`src/rtl/core/slw_pkg.sv`:
```
package slw_pkg;

    typedef enum logic [1:0] {
        CMD_CLEAR  = 2'd0,
        CMD_APPEND = 2'd1,
        CMD_TEXT   = 2'd2,
        CMD_END    = 2'd3
    } cmd_t;

    typedef struct packed {
        cmd_t       cmd;
        logic [7:0] char_value;
    } in_item_t;

    typedef struct packed {
        logic matched;
        logic pattern_overflow;
    } out_item_t;

    // wildcard bytes
    localparam logic [7:0] CH_ANY_RUN = 8'h25;
    localparam logic [7:0] CH_ANY_ONE = 8'h5F;

endpackage

```
`src/rtl/core/sql_like_wildcard_matcher.sv`:
```
// SQL LIKE matcher. Load a pattern with append transfers ('%' any run, '_' any
// single byte, every other byte itself, case-sensitive), then stream text bytes,
// one per transfer, and close each text with an end-of-text transfer; only that
// transfer yields a result: matched plus the pattern overflow flag. A clear
// transfer empties the pattern and the overflow flag. Appends past PATTERN_MAX
// bytes are dropped and set the overflow flag; an append in the middle of a
// text restarts matching with the next text byte. Throughput is one transfer per
// cycle; an end-of-text result passes the input register, then the result register.
// The cycle time is set by the live-position update: per-position byte
// compares followed by a log-depth prefix network that carries live positions
// across runs of '%'. item_ready only drops while an end-of-text transfer waits
// behind a result that the consumer has not taken.
module sql_like_wildcard_matcher #(
    parameter int PATTERN_MAX = 32
) (
    input  logic              clk,
    input  logic              rst_n,
    input  logic              item_valid,
    output logic              item_ready,
    input  slw_pkg::in_item_t item,
    output logic              result_valid,
    input  logic              result_ready,
    output slw_pkg::out_item_t result
);
    import slw_pkg::*;

    localparam int N     = PATTERN_MAX;
    localparam int W     = N + 1;
    localparam int LEN_W = $clog2(W);
    localparam int AW    = (N > 1) ? $clog2(N) : 1;

    // input register stage
    logic      in_valid_reg, in_valid_next;
    in_item_t  in_item_reg;

    // result register stage
    logic      out_valid_reg, out_valid_next;
    out_item_t out_item_reg;

    // pattern state; the byte store has no reset, only bytes below the length are read
    logic [7:0]       store_reg [N];
    logic [LEN_W-1:0] len_reg, len_next;
    logic [N-1:0]     pct_reg, pct_next;   // '%' at a stored position
    logic             overflow_reg, overflow_next;
    logic [W-1:0]     live_reg, live_next;

    logic         proc_fire;
    logic         out_free;
    logic         room;
    logic         is_append;
    logic         is_clear;
    logic [W-1:0] step_vec;
    logic [W-1:0] seed;
    logic [W-1:0] closed;

    assign out_free   = !out_valid_reg || result_ready;
    assign proc_fire  = in_valid_reg && ((in_item_reg.cmd != CMD_END) || out_free);
    assign item_ready = !in_valid_reg || proc_fire;

    assign room      = (len_reg < LEN_W'(N));
    assign is_append = proc_fire && (in_item_reg.cmd == CMD_APPEND);
    assign is_clear  = proc_fire && (in_item_reg.cmd == CMD_CLEAR);

    // one text byte moves every live position in parallel
    always_comb
    begin
        step_vec = '0;
        for (int i = 0; i < N; i++)
        begin
            if (live_reg[i])
            begin
                if (pct_reg[i])
                begin
                    step_vec[i] = 1'b1;
                end
                else if ((LEN_W'(i) < len_reg) &&
                         ((store_reg[i] == CH_ANY_ONE) ||
                          (store_reg[i] == in_item_reg.char_value)))
                begin
                    step_vec[i+1] = 1'b1;
                end
            end
        end
    end

    // '%' map after this transfer; rearm and step both close over it
    always_comb
    begin
        for (int i = 0; i < N; i++)
        begin
            if (is_clear)
            begin
                pct_next[i] = 1'b0;
            end
            else if (is_append && room && (len_reg == LEN_W'(i)))
            begin
                pct_next[i] = (in_item_reg.char_value == CH_ANY_RUN);
            end
            else
            begin
                pct_next[i] = pct_reg[i];
            end
        end
    end

    assign seed = (in_item_reg.cmd == CMD_TEXT) ? step_vec : W'(1);

    slw_closure #(
        .N (N)
    ) u_closure (
        .seed   (seed),
        .pct    (pct_next),
        .closed (closed)
    );

    // state update for the transfer in the input register
    always_comb
    begin
        len_next      = len_reg;
        overflow_next = overflow_reg;
        live_next     = live_reg;
        if (proc_fire)
        begin
            live_next = closed;
            case (in_item_reg.cmd)
                CMD_CLEAR:
                begin
                    len_next      = '0;
                    overflow_next = 1'b0;
                end
                CMD_APPEND:
                begin
                    if (room)
                    begin
                        len_next = len_reg + LEN_W'(1);
                    end
                    else
                    begin
                        overflow_next = 1'b1;
                    end
                end
                CMD_TEXT:
                begin
                    len_next = len_reg;
                end
                CMD_END:
                begin
                    len_next = len_reg;
                end
                default:
                begin
                    len_next = len_reg;
                end
            endcase
        end
    end

    // handshake stages
    always_comb
    begin
        if (item_valid && item_ready)
        begin
            in_valid_next = 1'b1;
        end
        else if (proc_fire)
        begin
            in_valid_next = 1'b0;
        end
        else
        begin
            in_valid_next = in_valid_reg;
        end

        if (proc_fire && (in_item_reg.cmd == CMD_END))
        begin
            out_valid_next = 1'b1;
        end
        else if (result_ready)
        begin
            out_valid_next = 1'b0;
        end
        else
        begin
            out_valid_next = out_valid_reg;
        end
    end

    always_ff @(posedge clk or negedge rst_n)
    begin
        if (!rst_n)
        begin
            in_valid_reg  <= 1'b0;
            out_valid_reg <= 1'b0;
            len_reg       <= '0;
            pct_reg       <= '0;
            overflow_reg  <= 1'b0;
            live_reg      <= W'(1);   // empty pattern: only position zero live
        end
        else
        begin
            in_valid_reg  <= in_valid_next;
            out_valid_reg <= out_valid_next;
            len_reg       <= len_next;
            pct_reg       <= pct_next;
            overflow_reg  <= overflow_next;
            live_reg      <= live_next;
        end
    end

    // payload registers
    always_ff @(posedge clk)
    begin
        if (item_valid && item_ready)
        begin
            in_item_reg <= item;
        end
        if (proc_fire && (in_item_reg.cmd == CMD_END))
        begin
            out_item_reg.matched          <= live_reg[len_reg];
            out_item_reg.pattern_overflow <= overflow_reg;
        end
        if (is_append && room)
        begin
            store_reg[len_reg[AW-1:0]] <= in_item_reg.char_value;
        end
    end

    assign result_valid = out_valid_reg;
    assign result       = out_item_reg;

endmodule

```
`src/rtl/core/slw_closure.sv`:
```
module slw_closure #(
    parameter int N = 32
) (
    input  logic [N:0]   seed,
    input  logic [N-1:0] pct,
    output logic [N:0]   closed
);
    localparam int W      = N + 1;
    localparam int LEVELS = $clog2(W);

    // parallel prefix: a live bit moves up one position across each '%'
    logic [LEVELS:0][W-1:0] g_lvl;
    logic [LEVELS:0][W-1:0] p_lvl;

    assign g_lvl[0] = seed;
    assign p_lvl[0] = {pct, 1'b0};

    for (genvar k = 0; k < LEVELS; k++) begin : g_level
        localparam int D = 1 << k;
        for (genvar j = 0; j < W; j++) begin : g_bit
            if (j >= D) begin : g_comb
                assign g_lvl[k+1][j] = g_lvl[k][j] | (p_lvl[k][j] & g_lvl[k][j-D]);
                assign p_lvl[k+1][j] = p_lvl[k][j] & p_lvl[k][j-D];
            end
            else begin : g_pass
                assign g_lvl[k+1][j] = g_lvl[k][j];
                assign p_lvl[k+1][j] = p_lvl[k][j];
            end
        end
    end

    assign closed = g_lvl[LEVELS];

endmodule

```
`config.mk`:
```
export PLATFORM = sky130hd
export DESIGN_NAME = sql_like_wildcard_matcher
export DESIGN_NICKNAME = d
export VERILOG_FILES = /design/src/rtl/core/slw_pkg.sv /design/src/rtl/core/sql_like_wildcard_matcher.sv /design/src/rtl/core/slw_closure.sv
export SDC_FILE = /design/constraint.sdc
export NUM_CORES = 1
export LEC_CHECK = 0
export ABC_AREA = 1
export BUFFER_PORTS_ARGS = -buffer_cell sky130_fd_sc_hd__buf_2
export CAP_MARGIN = 10
export CORE_UTILIZATION = 60
export CTS_BUF_LIST = sky130_fd_sc_hd__clkbuf_4
export CTS_CLUSTER_SIZE = 10
export DETAILED_ROUTE_END_ITERATION = 8
export PLACE_DENSITY = 0.76
export SYNTH_ARGS = -nofsm -noshare
export SYNTH_HDL_FRONTEND = slang
export SYNTH_SLANG_ARGS = --single-unit
```
`constraint.sdc`:
```
create_clock -name clk -period 4.2 [get_ports clk]
set_input_delay 0.42 -clock clk [delete_from_list [all_inputs] [get_ports clk]]
set_output_delay 0.42 -clock clk [all_outputs]
set_load 0.05 [all_outputs]
```
### Word-level counts from Yosys, hierarchy flattened

Memory sizes are Yosys's and may differ from the RTL's.
Cells that the tools add are included.

| word-level totals | value |
|---|---|
| flip-flop bits (word level) | 86 |
| bits in writable memories | 256 |
| bits of input ports | 14 |
| output and inout bits | 4 |
| logic and storage cells | 842 |
| memories kept | 1 |

| cells by class | value |
|---|---|
| add/sub/neg operators | 1 |
| magnitude comparators | 34 |
| eq/ne operators | 102 |
| muxes and demuxes | 205 |
| bitwise operators | 374 |
| reductions and logical operators | 115 |

Memories:

| memory | words | bits a word | rd ports | clocked after Yosys merged registers in | write ports | line | text |
|---|---|---|---|---|---|---|---|
| store_reg | 32 | 8 | 32 | 0 | 1 | sql_like_wildcard_matcher.sv:41 | `logic [7:0] store_reg [N];` |

Operators by type and width:

| cell | number |
|---|---|
| 8-bit by 7-bit equality test with 1-bit output (second input constant) | 32 |
| 8-bit equality test | 32 |
| 1-bit bitwise AND | 238 |
| 1-bit two-way mux | 168 |
| 1-bit OR | 135 |
| 6-bit by 5-bit equality test with 1-bit output (second input constant) | 16 |
| 5-bit by 6-bit less-than comparator with 1-bit output (first input constant) | 16 |
| 1-bit logical AND | 70 |
| 2-bit two-way mux | 32 |
| 6-bit by 4-bit equality test with 1-bit output (second input constant) | 8 |
| 4-bit by 6-bit less-than comparator with 1-bit output (first input constant) | 8 |
| 1-bit logical OR | 35 |
| 33-bit two-way mux | 1 |
| 6-bit by 3-bit equality test with 1-bit output (second input constant) | 4 |
| 3-bit by 6-bit less-than comparator with 1-bit output (first input constant) | 4 |
| 6-bit by 2-bit equality test with 1-bit output (second input constant) | 2 |
| 1-bit by 6-bit less-than comparator with 1-bit output (first input constant) | 2 |
| 2-bit by 6-bit less-than comparator with 1-bit output (first input constant) | 2 |
| 6-bit case mux with 2 select lines | 1 |
| 8-bit by 6-bit equality test with 1-bit output (second input constant) | 1 |
| 6-bit by 7-bit less-than comparator with 1-bit output (second input constant) | 1 |
| 6-bit by 1-bit adder with 6-bit output (second input constant) | 1 |
| 1-bit binary-select mux with 6-bit select | 1 |
| 6-bit by 1-bit equality test with 1-bit output (second input constant) | 1 |
| 13 further kinds | 20 |

### Depth between registers and ports, before layout

An unclocked memory read counts as a cell.

| logic depth | value |
|---|---|
| depth after elaboration | 81 |
| gate-level depth with buffers | 21 |

### Hierarchy

A second synthesis with hierarchy kept.

| second synthesis, totals | value |
|---|---|
| cells, all modules | 2132 |
| area, all modules | 18472.7 sq um |

Modules (own cells, without submodules):

| module | instances | cells an instance | area an instance (sq um) | seq. area each (sq um) |
|---|---|---|---|---|
| sql_like_wildcard_matcher | 1 | 1790 | 17020.1 | 9900.7 |
| slw_closure | 1 | 342 | 1452.6 | 0.0 |

### Worst setup path before layout

OpenSTA, ideal clock, no wires.

| timing path | value |
|---|---|
| path type | flip-flop to flip-flop |
| from | register len_reg[0] |
| to | register live_reg[29] |
| library setup time | 69 ps |
| data arrival time | 2802 ps |
| required time | 4131 ps |
| slack | 1329 ps |
| stages on the path, launching flop included | 16 |
| path buffers | 2 |
| cell sequence | dfrtp_1 buf_2 inv_1 buf_1 ha_1 nand2_2 nor2_1 o21ai_0 nor2_1 and2_1 nand2_1 nor4_1 nand2_1 nand2_1 nand2_1 nand3_1 |

| on the way | value |
|---|---|
| elaborated cells on any way between the ends | 377 |

RTL lines:

| what | line | text |
|---|---|---|
| start: declaration | sql_like_wildcard_matcher.sv:42 | `logic [LEN_W-1:0] len_reg, len_next;` |
| start signal: assignment | sql_like_wildcard_matcher.sv:203 | `len_reg <= len_next;` |
| 6-bit less-than comparator | sql_like_wildcard_matcher.sv:60 | `assign room = (len_reg < LEN_W'(N));` |
| 1-bit logical AND | sql_like_wildcard_matcher.sv:95 | `else if (is_append && room && (len_reg == LEN_W'(i)))` |
| 1-bit logical AND (*) | sql_like_wildcard_matcher.sv:95 |  |
| 1-bit two-way mux (*) | sql_like_wildcard_matcher.sv:95 |  |
| 1-bit two-way mux (*) | sql_like_wildcard_matcher.sv:91 | `if (is_clear)` |
| via pct_next[24] | sql_like_wildcard_matcher.sv:43 | `logic [N-1:0] pct_reg, pct_next;` |
| 1-bit bitwise AND, on equally long branches | slw_closure.sv:22, slw_closure.sv:23 |  |
| 1-bit OR / 1-bit bitwise AND (equally long branches) | slw_closure.sv:22 | `assign g_lvl[k+1][j] = g_lvl[k][j] \| (p_lvl[k][j] & g_lvl[k][j-D]);` |
| 1-bit OR | slw_closure.sv:22 |  |
| 1-bit bitwise AND | slw_closure.sv:22 |  |
| 1-bit OR (2 in a row) | slw_closure.sv:22 |  |
| 1-bit OR (*) | slw_closure.sv:22 |  |
| end signal: assignment | sql_like_wildcard_matcher.sv:206 | `live_reg <= live_next;` |
| end: declaration | sql_like_wildcard_matcher.sv:45 | `logic [W-1:0] live_reg, live_next;` |

The timed path passes the listed nets; every way through them passes the cells marked *.
A chain may end at the register's enable or synchronous reset.

### Worst setup path after layout

| timing path | value |
|---|---|
| from | register in_item_reg[8] (netlist bit) |
| to | register live_reg[29] |

| on the way | value |
|---|---|
| elaborated cells on any way between the ends | 180 |

RTL lines:

| what | line | text |
|---|---|---|
| start: declaration | sql_like_wildcard_matcher.sv:34 | `in_item_t in_item_reg;` |
| start signal: assignment | sql_like_wildcard_matcher.sv:215 | `in_item_reg <= item;` |
| 2-bit != test | sql_like_wildcard_matcher.sv:57 | `assign proc_fire = in_valid_reg && ((in_item_reg.cmd != CMD_END) \|\| out_free);` |
| 1-bit logical OR | sql_like_wildcard_matcher.sv:57 |  |
| 1-bit logical AND | sql_like_wildcard_matcher.sv:57 |  |
| 1-bit logical AND | sql_like_wildcard_matcher.sv:61 | `assign is_append = proc_fire && (in_item_reg.cmd == CMD_APPEND);` |
| 1-bit logical AND (2 in a row) | sql_like_wildcard_matcher.sv:95 |  |
| 1-bit two-way mux | sql_like_wildcard_matcher.sv:95 |  |
| 1-bit two-way mux (*) | sql_like_wildcard_matcher.sv:91 |  |
| via pct_next[15] | sql_like_wildcard_matcher.sv:43 |  |
| 1-bit bitwise AND (*) | slw_closure.sv:23 | `assign p_lvl[k+1][j] = p_lvl[k][j] & p_lvl[k][j-D];` |
| 1-bit bitwise AND | slw_closure.sv:22 |  |
| 1-bit OR | slw_closure.sv:22 |  |
| 1-bit bitwise AND | slw_closure.sv:22 |  |
| 1-bit OR | slw_closure.sv:22 |  |
| 1-bit bitwise AND | slw_closure.sv:22 |  |
| 1-bit OR | slw_closure.sv:22 |  |
| 1-bit OR (*) | slw_closure.sv:22 |  |

Marks and branches as above.

==> results.md <==
- Status: completed
- Mapped cell area: 0.0189 sq mm
- Clock Skews: 0.0759 ns
- Clock power frac: 36.7%
- Syn Inst Count: 2269
- Slew margin rel.: 30.3%
- Setup bufs post-CTS: 0
- Sw Pwr: 2.11 mW
- R2r endpoint: live_reg[29]
- H-Tree Depth: 3
- DR vias: 16270
- Via density: about 5.8
- Number of global-route vias before repair: about 16000
- Synth warn: 0
- Sum Neg Setup Slack: 0 ns
- F_max: 277 MHz
- Port buffer count: 17
- Yosys cell types: 44
- Avg Cell Area, Syn: 8.31 sq um
- Largest net degree at the start of global routing: 75
- Chip height: 179 um
- Design Area, Final: between 0.02 and 0.025 sq mm
- Max-cap viol count: 0
- Worst R2R Path Depth: 18
- Final setup vio count: 0
- Clock root cell: clkbuf_4
- Area growth from synthesis to final layout: 9.93%
- Max IR drop VDD: 0.401 mV
- Clock Tree Buf Depth: 3
- Cell family with most CP delay: simple AND/OR/NAND/NOR gates
- Gr usage total: between 30% and 40%
- Internal cell power: 5.38 mW
- Startpoint Class: register
- Slew Limit Fails: 0
- Rows: 64
- Congestion Overflow GR: 0
- RR Startpoint: in_item_reg[8]
- Top Ports: 18
- Initial drt markers: 1617
- Crit Path Category: register to register
- Die Area: around 0.032 sq mm
- Setup slack, reg-to-reg: roughly 0.59 ns
- Clock Pin Slew Worst Setup and Hold Paths: 0.07 ns
- Post-layout nets: 2382
- Tightest Hold Check Type: primary input to async pin
- PD cells: 361 mW/mm^2
- Required @ worst endpoint: 4.83 ns
- First-pass GRT wire length: 85.5 mm
- Dpl cell area: 0.0195 sq mm
- Seq/Total Area, Yosys: between 50% and 60%
- Final HPWL DP: 38.7 mm
- Share of layout cells above drive strength 1: 12.1%
- Core Area: 0.0307 sq mm
- Flop pwr share: 50.9%
- Worst-Skew Late Latency: between 0.7 and 0.8 ns
- Synthesis-stage register bit count: 342
- Max stage delay on crit path: 0.53 ns
- Final Wtd Congestion: 1.10
- Worst Path Buf+Inv: 2
- Drt wl/cell: 19.8 um
- Crit Path Max Fanout: 17
- Sink Count: 342
- Worst slew pin tran: 1.05 ns
- CP dominant cell by count: nand2_1
- CTS tree: done
- Resized Gates After CTS: 0
- Crit path cell chain: inv_2 -> nor2_2 -> nand2_2 -> nor2_8 -> nand2_1 -> nor2_1 -> o21ai_0 -> nor2_1 -> nand2_1 -> inv_1 -> nand2_1 -> nand2_1 -> nand2_1 -> nand2_1 -> nand2_1 -> nand2_1 -> nand2_1 -> nand3_1
- Final hold vios: 0
- Prevailing post-synth register cell: edfxtp_1
- Crit end category: register
- DR pass1 iterations: 6
- Number of CTS-inserted buffers: 87
- DIE WIDTH: 179 um
- Async S/R FF share, synth: 21.6%
- Tcrit/Tclk final: 85.9%
- Cts hold-fix bufs: 13
- RSZ-0062 raised after global routing: no
- Drt total wl: 55.9 mm
- Post-synth EDFFs: 268
- Minimum clock period: 3.61 ns
- Final ANT Viol Nets: 0
- Max reg flops: 256
- Critical path data arrival time: 4.24 ns
- Net switching fraction of the power: about 28%
- DRC: 0
- Crit-path slowest cell: nand2_1
- LEAKAGE: 8.93 nW
- Starting Density: 61.3%
- Mapped Nets: between 2000 and 2500
- Initial antenna violation count: 1
- Comb power frac: 12.4%
## power by group through the flow
stage	Sequential, mW	Combinational (mW)	Clock [mW]
6_report	3.81	0.927	2.75
5_1_grt	3.82	0.998	2.95
4_1_cts	3.81	0.901	2.77
3_5_place_dp	3.88	0.888	0
3_3_place_gp	3.88	0.880	0
2_1_floorplan	3.87	0.570	0
## cells in the mapped netlist (2+ instances only)
master	instances	area, sq um
nor3_2	7	70.1
buf_4	3	22.5
o21bai_1	2	15.0
nand2_1	750	2820
xor2_1	16	140
o211ai_1	6	45.0
nor2_2	18	113
a22oi_1	3	22.5
inv_2	13	48.8
nor2_4	5	56.3
buf_1	6	22.5
dfrtp_1	73	1830
a21oi_1	41	205
edfxtp_1	268	8050
buf_6	4	45.0
mux2i_1	2	20.0
nand2_2	4	25.0
o2111ai_1	2	17.5
or2_2	44	275
xnor2_1	102	893
nor3_4	2	32.5
o21ai_0	60	300
nand3_1	133	666
buf_2	20	100
nand3b_1	4	30.0
nor3_1	61	305
nor2_1	213	800
clkbuf_1	34	128
nor4_1	30	188
a31oi_1	6	37.5
clkinv_1	5	18.8
ha_1	5	62.6
o31ai_1	2	15.0
inv_1	250	938
o21ai_1	7	35.0
nand4_1	60	375
## final cells by class
cell class / count / area [sq um]
diodes: 1 / 2.50
clock buffers: 128 / 961
clock inverters: 26 / 121
fillers: 2466 / 10000
inverters: 268 / 1010
multi-input cells: 1592 / 7640
flip-flops and latches: 342 / 9900
well taps: 396 / 495
repair buffers: 72 / 596
## how the worst max path moves through the flow
stage          cells past startpoint      startpoint  slack (ns)            to
3_3_place_gp                      15      len_reg[5]        0.82  live_reg[25]
5_1_grt                           18  in_item_reg[8]        0.39  live_reg[29]
4_1_cts                           16  in_item_reg[8]        0.68  live_reg[25]
2_1_floorplan                     15      len_reg[0]        1.33  live_reg[29]
6_report                          18  in_item_reg[8]        0.59  live_reg[29]
3_5_place_dp                      15      len_reg[5]        0.72  live_reg[25]
## layer usage
layer	wire, um	track usage (%)
met1	23500	49.9
met2	24400	54.2
met3	5630	7.72
met4	2360	15.6
met5	0	0
## metrics by stage
stage | worst slack, ns | power (mW) | cells | hold WS, ns | util [%]
after floorplan | 1.33 | 4.44 | 2269 | 0.124 | -
after global placement | 0.821 | 4.76 | 2657 | 0.512 | 63.5
after detailed placement | 0.717 | 4.77 | 2657 | 0.483 | 63.5
after CTS | 0.679 | 7.48 | 2824 | 0.370 | 67.4
after global routing | 0.387 | 7.76 | 2825 | 0.397 | 67.4
final | 0.593 | 7.49 | 2825 | 0.427 | 67.4
## placed cells by master, fill, tap and decap left out, types with 3 or more instances in the layout
cell / instances
or2_2: 44
nand2_1: 750
xor2_1: 16
clkbuf_4: 128
nor2_1: 211
o21ai_0: 60
nor2_4: 7
dlygate4sd3_1: 13
a31oi_1: 6
nor2_2: 18
nor4_1: 30
nor3_1: 61
xnor2_1: 102
nand4_1: 60
edfxtp_1: 268
nand3_1: 133
a22oi_1: 3
clkinv_1: 23
clkinv_2: 3
inv_1: 250
ha_1: 5
a21oi_1: 41
o21ai_1: 7
dfrtp_1: 73
nand2_2: 4
nor3_2: 7
clkinv_4: 3
buf_12: 5
o211ai_1: 6
buf_4: 38
inv_2: 14
buf_2: 16
nand3b_1: 4
## cell families after synthesis
group | share of synthesized area (%)
flip-flops | 52.5
AND/OR/NAND/NOR | 30.7
XOR/XNOR | 5.48
adder cells (fa/ha/maj) | 0.332
buffers and inverters | 7.02
multiplexers | 0.106
AO/OA/AOI/OAI | 3.80
(Power assumes the default switching activity.)
